File: config.mk
export PLATFORM = sky130hd
export DESIGN_NAME = rate_monotonic_task_scheduler
export DESIGN_NICKNAME = d
export VERILOG_FILES = /design/src/hw/rtl/rms_pkg.sv /design/src/hw/rtl/rms_ram.sv /design/src/hw/rtl/rate_monotonic_task_scheduler.sv
export SDC_FILE = /design/constraint.sdc
export NUM_CORES = 2
export LEC_CHECK = 0
export BUFFER_PORTS_ARGS = -buffer_cell sky130_fd_sc_hd__buf_2
export CORE_ASPECT_RATIO = 0.75
export CORE_MARGIN = 5
export CORE_UTILIZATION = 34
export CTS_CLUSTER_SIZE = 24
export DETAILED_ROUTE_END_ITERATION = 10
export PLACE_DENSITY = 0.54
export SYNTH_ARGS = -nofsm -noshare
export SYNTH_HDL_FRONTEND = slang
export SYNTH_HIERARCHICAL = 1
export SYNTH_SLANG_ARGS = --single-unit
File: constraint.sdc
create_clock -name i_clk -period 20.7 [get_ports i_clk]
set_clock_uncertainty 0.05 [all_clocks]
set_input_delay 1.035 -clock i_clk [delete_from_list [all_inputs] [get_ports i_clk]]
set_output_delay 1.035 -clock i_clk [all_outputs]
set_load 0.01 [all_outputs]
File: src/hw/rtl/rms_pkg.sv
// ----------------------------------------------------------------------------
// rms_pkg
// Shared types and constants of the rate-monotonic task scheduler.
// ----------------------------------------------------------------------------
package rms_pkg;

    localparam int MAX_TASKS_DEF  = 16;
    localparam int TIME_WIDTH_DEF = 32;

    localparam logic [20:0] WAIT_MAX = 21'h1FFFFF;
    localparam logic [4:0]  MISS_MAX = 5'd31;

    localparam logic ACT_LOAD = 1'b0;
    localparam logic ACT_TICK = 1'b1;

    typedef struct packed {
        logic        action;
        logic [3:0]  slot;
        logic [7:0]  task_id;
        logic [15:0] exec_time;
        logic [15:0] period;
        logic [15:0] job_count;
    } t_in;

    typedef struct packed {
        logic [31:0] time_now;
        logic        ran;
        logic [7:0]  ran_task;
        logic        job_completed;
        logic [4:0]  missed_count;
        logic        preempted;
        logic        next_valid;
        logic [7:0]  next_task;
        logic [20:0] waiting_added;
        logic        all_done;
    } t_out;

    typedef enum logic [4:0] {
        S_IDLE = 5'b00001,
        S_LOAD = 5'b00010,
        S_SCAN = 5'b00100,
        S_NEXT = 5'b01000,
        S_FIN  = 5'b10000
    } t_state;

endpackage

File: src/hw/rtl/rms_ram.sv
// ----------------------------------------------------------------------------
// rms_ram
// Generic single-write, single-read RAM with registered read data.
// ----------------------------------------------------------------------------
module rms_ram #(
    parameter int WIDTH = 8,
    parameter int DEPTH = 16,
    parameter int AW    = (DEPTH > 1) ? $clog2(DEPTH) : 1
) (
    input  logic             i_clk,
    input  logic             i_we,
    input  logic [AW-1:0]    i_waddr,
    input  logic [WIDTH-1:0] i_wdata,
    input  logic [AW-1:0]    i_raddr,
    output logic [WIDTH-1:0] o_rdata
);

    logic [WIDTH-1:0] r_mem [DEPTH];
    logic [WIDTH-1:0] r_rdata;

    always_ff @(posedge i_clk) begin
        if (i_we) begin
            r_mem[i_waddr] <= i_wdata;
        end
        r_rdata <= r_mem[i_raddr];
    end

    assign o_rdata = r_rdata;

endmodule

File: src/hw/rtl/rate_monotonic_task_scheduler.sv
// ----------------------------------------------------------------------------
// rate_monotonic_task_scheduler
// After a task_count write, the first tick scans for the top job again first,
//   then runs the tick pass.
// One item in flight: a new input is taken only once the result of the last
//   one is loaded into the output register; the slot memory read port sets
//   the pace of each scan.
// Reset clears time, pending flags and the chosen job; slot memory holds junk.
// ----------------------------------------------------------------------------
module rate_monotonic_task_scheduler #(
    parameter int MAX_TASKS  = rms_pkg::MAX_TASKS_DEF,
    parameter int TIME_WIDTH = rms_pkg::TIME_WIDTH_DEF
) (
    input  logic         i_clk,
    input  logic         i_rst_n,
    input  logic         i_in_valid,
    output logic         o_in_stall,
    input  rms_pkg::t_in i_in_data,
    output logic         o_out_valid,
    input  logic         i_out_stall,
    output rms_pkg::t_out o_out_data,
    input  logic         i_cfg_valid,
    output logic         o_cfg_ready,
    input  logic [4:0]   i_cfg_data
);
    import rms_pkg::*;

    localparam int SW    = (MAX_TASKS > 1) ? $clog2(MAX_TASKS) : 1;
    localparam int CW    = $clog2(MAX_TASKS + 1);
    localparam int TW    = TIME_WIDTH;
    localparam int VW    = TW + 1;
    localparam int REC_W = 88 + TW;

    t_state r_state, n_state;

    logic [4:0]           r_task_count;
    logic                 r_stale;
    logic [TW-1:0]        r_time;
    logic [MAX_TASKS-1:0] r_active, r_loaded;
    logic                 r_tick_mode, r_tick_after;
    logic [CW-1:0]        r_rd_cnt;
    logic                 r_p1_valid, r_p2_valid;
    logic [SW-1:0]        r_p1_idx;
    logic                 r_p2_miss;
    logic [20:0]          r_p2_wait;
    logic                 r_found;
    logic [15:0]          r_b_per, r_b_rem;
    logic [SW-1:0]        r_b_slot;
    logic [7:0]           r_b_tid;
    logic                 r_top_valid;
    logic [SW-1:0]        r_top_slot, r_cur_slot;
    logic [7:0]           r_top_tid;
    logic                 r_ran, r_completed;
    logic [7:0]           r_ran_tid;
    logic [4:0]           r_missed;
    logic [20:0]          r_wait;
    logic                 r_out_valid;
    t_out                 r_out;
    t_in                  r_in;

    logic [CW-1:0]        w_used;
    logic                 w_in_acc, w_out_acc, w_scan_done, w_rd_go;
    logic                 w_we;
    logic [SW-1:0]        w_waddr;
    logic [REC_W-1:0]     w_wdata, w_rdata, w_load_rec, w_tick_rec;

    // per-slot update of the tick pass
    logic [7:0]    c_tid;
    logic [15:0]   c_per, c_exe, c_jl, c_rem, c_cd;
    logic [TW-1:0] c_dl;
    logic          c_act, c_run, c_done, c_miss;
    logic [TW-1:0] c_el;
    logic [16:0]   c_up;
    logic [VW-1:0] c_wv;
    logic          c_better;
    logic [15:0]   l_ex, l_pe, l_jc;
    logic [21:0]   w_wsum;

    assign w_used = (int'(r_task_count) > MAX_TASKS) ? CW'(MAX_TASKS) : CW'(r_task_count);

    assign o_in_stall  = (r_state != S_IDLE);
    assign o_cfg_ready = (r_state == S_IDLE);
    assign o_out_valid = r_out_valid;
    assign o_out_data  = r_out;

    assign w_in_acc    = i_in_valid && !o_in_stall;
    assign w_out_acc   = r_out_valid && !i_out_stall;
    assign w_rd_go     = (r_state == S_SCAN) && (r_rd_cnt < w_used);
    assign w_scan_done = (r_state == S_SCAN) && (r_rd_cnt == w_used)
                         && !r_p1_valid && !r_p2_valid;

    rms_ram #(.WIDTH(REC_W), .DEPTH(MAX_TASKS), .AW(SW)) u_slot_ram (
        .i_clk   (i_clk),
        .i_we    (w_we),
        .i_waddr (w_waddr),
        .i_wdata (w_wdata),
        .i_raddr (r_rd_cnt[SW-1:0]),
        .o_rdata (w_rdata)
    );

    always_comb begin
        l_ex = (r_in.exec_time == 16'd0) ? 16'd1 : r_in.exec_time;
        l_pe = (r_in.period == 16'd0) ? 16'd1 : r_in.period;
        l_jc = (r_in.job_count == 16'd0) ? 16'd1 : r_in.job_count;
        w_load_rec = {r_time + TW'(l_pe), l_pe, l_ex, l_jc - 16'd1, l_ex, l_pe,
                      r_in.task_id};
    end

    always_comb begin
        c_tid  = w_rdata[7:0];
        c_per  = w_rdata[23:8];
        c_exe  = w_rdata[39:24];
        c_jl   = r_loaded[r_p1_idx] ? w_rdata[55:40] : 16'd0;
        c_rem  = w_rdata[71:56];
        c_cd   = w_rdata[87:72];
        c_dl   = w_rdata[REC_W-1:88];
        c_act  = r_active[r_p1_idx];
        c_run  = 1'b0;
        c_done = 1'b0;
        c_miss = 1'b0;
        c_wv   = '0;
        c_el   = r_time - c_dl + TW'(c_per);
        c_up   = '0;
        if (r_tick_mode) begin
            if (r_top_valid && r_top_slot == r_p1_idx) begin
                c_run = 1'b1;
                if (c_rem <= 16'd1) begin
                    c_done = 1'b1;
                    c_act  = 1'b0;
                    c_wv   = (c_el >= TW'(c_exe)) ? VW'(c_el - TW'(c_exe)) : '0;
                end else begin
                    c_rem = c_rem - 16'd1;
                end
            end
            if (c_act && c_dl <= r_time) begin
                c_up   = 17'(c_per) + 17'(c_rem);
                c_wv   = (c_up > 17'(c_exe)) ? VW'(c_up - 17'(c_exe)) : '0;
                c_act  = 1'b0;
                c_miss = 1'b1;
            end
            if (c_jl != 16'd0) begin
                if (c_cd > 16'd1) begin
                    c_cd = c_cd - 16'd1;
                end else begin
                    c_cd = c_per;
                    if (c_act) begin
                        c_up   = 17'(c_per) + 17'(c_rem);
                        c_wv   = (c_up > 17'(c_exe)) ? VW'(c_up - 17'(c_exe)) : '0;
                        c_miss = 1'b1;
                    end
                    c_jl  = c_jl - 16'd1;
                    c_act = 1'b1;
                    c_rem = c_exe;
                    c_dl  = r_time + TW'(c_per);
                end
            end
        end
        w_tick_rec = {c_dl, c_cd, c_rem, c_jl, c_exe, c_per, c_tid};
        c_better   = c_act && (!r_found || c_per < r_b_per
                     || (c_per == r_b_per && c_rem < r_b_rem));
    end

    always_comb begin
        w_we    = 1'b0;
        w_waddr = r_p1_idx;
        w_wdata = w_tick_rec;
        if (r_state == S_LOAD) begin
            w_we    = (int'(r_in.slot) < MAX_TASKS);
            w_waddr = SW'(r_in.slot);
            w_wdata = w_load_rec;
        end else if (r_state == S_SCAN && r_p1_valid && r_tick_mode) begin
            w_we = 1'b1;
        end
    end

    assign w_wsum = 22'(r_wait) + 22'(r_p2_wait);

    always_comb begin
        n_state = r_state;
        unique case (r_state)
            S_IDLE: begin
                if (w_in_acc) begin
                    n_state = (i_in_data.action == ACT_LOAD) ? S_LOAD : S_SCAN;
                end
            end
            S_LOAD: n_state = S_SCAN;
            S_SCAN: begin
                if (w_scan_done) begin
                    n_state = r_tick_after ? S_NEXT : S_FIN;
                end
            end
            S_NEXT: n_state = S_SCAN;
            S_FIN: begin
                if (!r_out_valid || !i_out_stall) begin
                    n_state = S_IDLE;
                end
            end
            default: n_state = S_IDLE;
        endcase
    end

    always_ff @(posedge i_clk) begin
        if (!i_rst_n) begin
            r_state      <= S_IDLE;
            r_task_count <= 5'd1;
            r_stale      <= 1'b0;
            r_time       <= '0;
            r_active     <= '0;
            r_loaded     <= '0;
            r_tick_mode  <= 1'b0;
            r_tick_after <= 1'b0;
            r_rd_cnt     <= '0;
            r_p1_valid   <= 1'b0;
            r_p2_valid   <= 1'b0;
            r_found      <= 1'b0;
            r_top_valid  <= 1'b0;
            r_top_slot   <= '0;
            r_out_valid  <= 1'b0;
        end else begin
            r_state <= n_state;
            if (i_cfg_valid && o_cfg_ready) begin
                r_task_count <= i_cfg_data;
                r_stale      <= 1'b1;
            end
            if (r_state == S_FIN && (!r_out_valid || !i_out_stall)) begin
                r_out_valid <= 1'b1;
            end else if (w_out_acc) begin
                r_out_valid <= 1'b0;
            end

            unique case (r_state)
                S_IDLE: begin
                    r_rd_cnt <= '0;
                    r_found  <= 1'b0;
                    if (w_in_acc) begin
                        if (i_in_data.action == ACT_TICK) begin
                            r_time       <= r_time + TW'(1);
                            r_tick_mode  <= !r_stale;
                            r_tick_after <= r_stale;
                            r_cur_slot   <= r_top_slot;
                        end else begin
                            r_tick_mode  <= 1'b0;
                            r_tick_after <= 1'b0;
                        end
                    end
                end
                S_LOAD: begin
                    if (int'(r_in.slot) < MAX_TASKS) begin
                        r_active[SW'(r_in.slot)] <= 1'b1;
                        r_loaded[SW'(r_in.slot)] <= 1'b1;
                    end
                end
                S_SCAN: begin
                    if (w_rd_go) begin
                        r_rd_cnt <= r_rd_cnt + CW'(1);
                        r_p1_idx <= r_rd_cnt[SW-1:0];
                    end
                    r_p1_valid <= w_rd_go;
                    r_p2_valid <= r_p1_valid && r_tick_mode;
                    if (r_p1_valid) begin
                        if (r_tick_mode) begin
                            r_active[r_p1_idx] <= c_act;
                        end
                        if (c_better) begin
                            r_found  <= 1'b1;
                            r_b_per  <= c_per;
                            r_b_rem  <= c_rem;
                            r_b_slot <= r_p1_idx;
                            r_b_tid  <= c_tid;
                        end
                    end
                    if (w_scan_done) begin
                        r_top_valid <= r_found;
                        r_top_slot  <= r_b_slot;
                        r_stale     <= 1'b0;
                    end
                end
                S_NEXT: begin
                    r_rd_cnt     <= '0;
                    r_found      <= 1'b0;
                    r_tick_mode  <= 1'b1;
                    r_tick_after <= 1'b0;
                    r_cur_slot   <= r_top_slot;
                end
                default: ;
            endcase
        end
    end

    // payload and per-item accumulators
    always_ff @(posedge i_clk) begin
        if (w_in_acc) begin
            r_in        <= i_in_data;
            r_ran       <= 1'b0;
            r_ran_tid   <= 8'd0;
            r_completed <= 1'b0;
            r_missed    <= 5'd0;
            r_wait      <= 21'd0;
        end
        if (r_state == S_SCAN && r_p1_valid && r_tick_mode) begin
            r_p2_miss <= c_miss;
            r_p2_wait <= (c_wv > VW'(WAIT_MAX)) ? WAIT_MAX : c_wv[20:0];
            if (c_run) begin
                r_ran       <= 1'b1;
                r_ran_tid   <= c_tid;
                r_completed <= c_done;
            end
        end
        if (r_state == S_SCAN && r_p2_valid) begin
            r_wait <= (w_wsum > 22'(WAIT_MAX)) ? WAIT_MAX : w_wsum[20:0];
            if (r_p2_miss && r_missed != MISS_MAX) begin
                r_missed <= r_missed + 5'd1;
            end
        end
        if (w_scan_done) begin
            r_top_tid <= r_b_tid;
        end
        if (r_state == S_FIN && (!r_out_valid || !i_out_stall)) begin
            r_out.time_now      <= 32'(r_time);
            r_out.ran           <= r_ran;
            r_out.ran_task      <= r_ran ? r_ran_tid : 8'd0;
            r_out.job_completed <= r_completed;
            r_out.missed_count  <= r_missed;
            r_out.preempted     <= r_ran && !r_completed && r_active[r_cur_slot]
                                   && r_top_valid && (r_top_slot != r_cur_slot);
            r_out.next_valid    <= r_top_valid;
            r_out.next_task     <= r_top_valid ? r_top_tid : 8'd0;
            r_out.waiting_added <= r_wait;
            r_out.all_done      <= ~|r_active;
        end
    end

endmodule
==> flow_summary.toml <==
[drt]
totalWireLength_um = 281700
drc = 0
wire_per_inst_um = 27.04
first_iter_violations = 5906
ant_nets = 0
first_pass_iters = 6
vias = 56733
via_per_inst = 5.446

[sta]
period_needed_ps = 7286
max_freq_mhz = 137.3
finalCritPeriodShare = 0.3520
relSlewSlack = 0.1027
setup_viol = 0
worst_slew_pin_slew_ps = 1337
rsz0062_at_grt = "false"
hold_ws_ps = 262.4
slew_violations = 0
tns_ps = 0
hold_viol_final = 0

[yosys]
syn_avg_cell_area_um2 = 16.56
synth_top_area_frac = 0.6503
ys_ff_latch = 2388
synth_fp_nets = 6348
synth_warnings = 6
synthArstFlopShare = 0
synth_cell_type_count = 82
yosysSeqAreaShare = 0.6956
ys_top_cells_by_area = "edfxtp_1, mux4_2, dfxtp_1"
synth_edf_count = 2162
yosysTopAreaCell = "edfxtp_1"
netlist_area_mm2 = 0.09983
syn_inst = 6028
synth_ff_type = "edfxtp_1"

[run]
maxCapViolations = 0

[layout]
layout_commonest_cell = "edfxtp_1"
drive_above_1_share = 0.1924
num-nets-final = 6621
area_growth_pct = 13.73
mostFrequentLayoutCells = "edfxtp_1, mux4_2, nand2_1"

[pwr]
combPwrFrac = 0.034
p_leak_nw = 36.88
switching_share = 0.2120
seq_power_share = 0.535
switching_power_w = 0.002104
powerDensity_mw_per_mm2 = 87.42
finalPower_w = 0.009925
clkPwrFrac = 0.431
power.internal_w = 0.007821
ir_worst_vdd_uv = 75.61

[global_routing]
grt_pass1_wl_um = 406700
grt_usage = 0.1804
antenna_found_initial = 9
grt_pass1_vias = 56110
grt_max_degree = 130
overflow = 0

[clock_network]
cts_tree = "done"
clkTransAtPathRegs_ps = 70
postCtsHoldBufs = 0
cts-root-buf = "clkbuf_16"
clock_sinks = 2388
clk_latency_ps = 910
cts-htree-levels = 4
cts_resized = 0
clk_path_buf_depth = 4
cts-buffers-inserted = 237
post_cts_buffers = 0

[die]
die_h_um = 479.3
core_mm2 = 0.2927
initial_core_util = 0.3411
num_rows = 172
die_w_um = 635.7
dieArea_mm2 = 0.3047
io_pins = 153

[setup_path]
endpoint_kind = "flip-flop"
regToRegSetupSlack_ps = 13410
cp.required_ps = 21260
path_class = "flip-flop to flip-flop"
worstPathMaxFanout = 16
critPathArrivalTime_ps = 7840
start_kind = "flip-flop"
reg2reg_depth = 27
r2r-start = "r_p1_idx[2]"
r2r_end = "r_p2_wait[10]"

[status]
status = "complete, no violations"

[hold_path]
min_to = "r_in[33]"
min-delay-start = "i_in_data[33]"
hp-class = "primary input to flip-flop"
min_delay_path_depth = 1

[place]
routabilityCongestion = 0.8849
post-dp-hpwl_um = 170300
port-buffer-count = 152
-- Yosys cell counts (39+ instances only) --
cell type,number
a21o_1,50
a21oi_1,262
a22oi_1,244
a31oi_1,51
buf_2,39
clkbuf_1,206
dfxtp_1,226
edfxtp_1,2162
ha_1,227
inv_1,215
mux4_2,494
nand2_1,443
nand3_1,73
nor2_1,281
nor3_1,71
o21ai_0,195
xnor2_1,117
xor2_1,63
-- per-layer routing --
metal | GRT usage | vias up | wire length (um)
met5 | 0 | - | 0
met4 | 0.04645 | 0 | 7059
met3 | 0.02289 | 337 | 17350
met2 | 0.2748 | 2068 | 126100
met1 | 0.2738 | 29889 | 131200
li1 | - | 24439 | -
-- metrics by stage --
stage                     cell area [um^2]  worst slack, ps    util  cells
after detailed placement            105800            13450  0.3615   9976
final                               113500            13410  0.3879  10418
after global routing                113500            12890  0.3879  10417
after floorplan                      99830             9619       -   6028
after CTS                           113500            13460  0.3879  10416
after global placement              105800            13420  0.3615   9976
-- kinds of logic (layout without fill, tap and decap cells) --
| kind of cell | count (synthesis) | in the layout | share of synthesized area |
|---|---|---|---|
| other | 0 | 1 | 0 |
| adders and majority gates | 249 | 249 | 0.03286 |
| muxes | 510 | 510 | 0.1132 |
| and+or+nand+nor | 1141 | 1141 | 0.05253 |
| AOI/OAI and AO/OA | 1053 | 1053 | 0.06911 |
| DFF | 2388 | 2388 | 0.6956 |
| xor gates and xnor gates | 181 | 181 | 0.01595 |
| buffers and inverters | 506 | 980 | 0.02075 |
-- worst max-delay path, cell delays in order, from the launching register on --
cell      delay, ps
edfxtp_1        810
xor2_1          150
nor3_1          260
and3_1          450
nand2_1         230
o21ai_0         480
ha_1            330
a21o_1          180
a21oi_1         220
o21bai_1        100
a21oi_1         220
nor2b_1          80
o21a_1          180
o21a_1          170
o21a_1          180
o21ai_0         470
o21ai_0         210
a21oi_1         210
xnor2_1         100
ha_1            360
nand3_1         110
nor4_1          230
nand2_1         120
nand2_1         140
a311o_1         620
nor2_1          120
a21oi_1         170
nand2_1          90
-- sequential cells by signal, indices dropped and copies added (netlist names), 5 cells and up --
signal / cells
r_wait: 21
r_ran_tid: 8
r_state: 5
r_loaded: 16
r_missed: 5
r_p2_wait: 21
r_active: 16
r_in: 60
r_rd_cnt: 5
r_b_per: 16
u_slot_ram/r_mem: 1920
r_time: 32
u_slot_ram/o_rdata: 120
r_b_rem: 16
r_b_tid: 8
r_top_tid: 8
r_task_count: 5
o_out_data: 79
-- power by group through the flow --
stage | clock (W) | sequential (W) | combinational (W)
CTS | 0.00438 | 0.00531 | 0.000338
finish | 0.00428 | 0.00531 | 0.000339
global route | 0.00459 | 0.00531 | 0.000369
detailed placement | 0 | 0.00541 | 0.000336
floorplan | 0 | 0.00538 | 0.000224
global placement | 0 | 0.00541 | 0.000332
-- cell type report --
type	count	area [um^2]
clock buffers	329	6678
flip-flops and latches	2388	69450
fillers	26748	179100
repair buffers	323	2082
well taps	3915	4898
inverters	217	817.0
multi-input cells	3134	28560
diodes	1	2.502
clock inverters	111	1046
-- how the worst max path moves through the flow --
| stage | end | depth (start not counted) | slack, ps | from |
|---|---|---|---|---|
| after detailed placement | r_p2_wait[3] | 27 | 13450 | r_p1_idx[2] |
| after floorplan | u_slot_ram/r_mem[0][0] | 8 | 9620 | r_state[4] |
| after CTS | r_p2_wait[3] | 27 | 13460 | r_p1_idx[2] |
| final | r_p2_wait[10] | 27 | 13410 | r_p1_idx[2] |
| after global placement | r_p2_wait[6] | 28 | 13420 | r_p1_idx[2] |
| after global routing | r_p2_wait[3] | 29 | 12890 | r_p1_idx[2] |
Power figures use the tool's default switching activity.
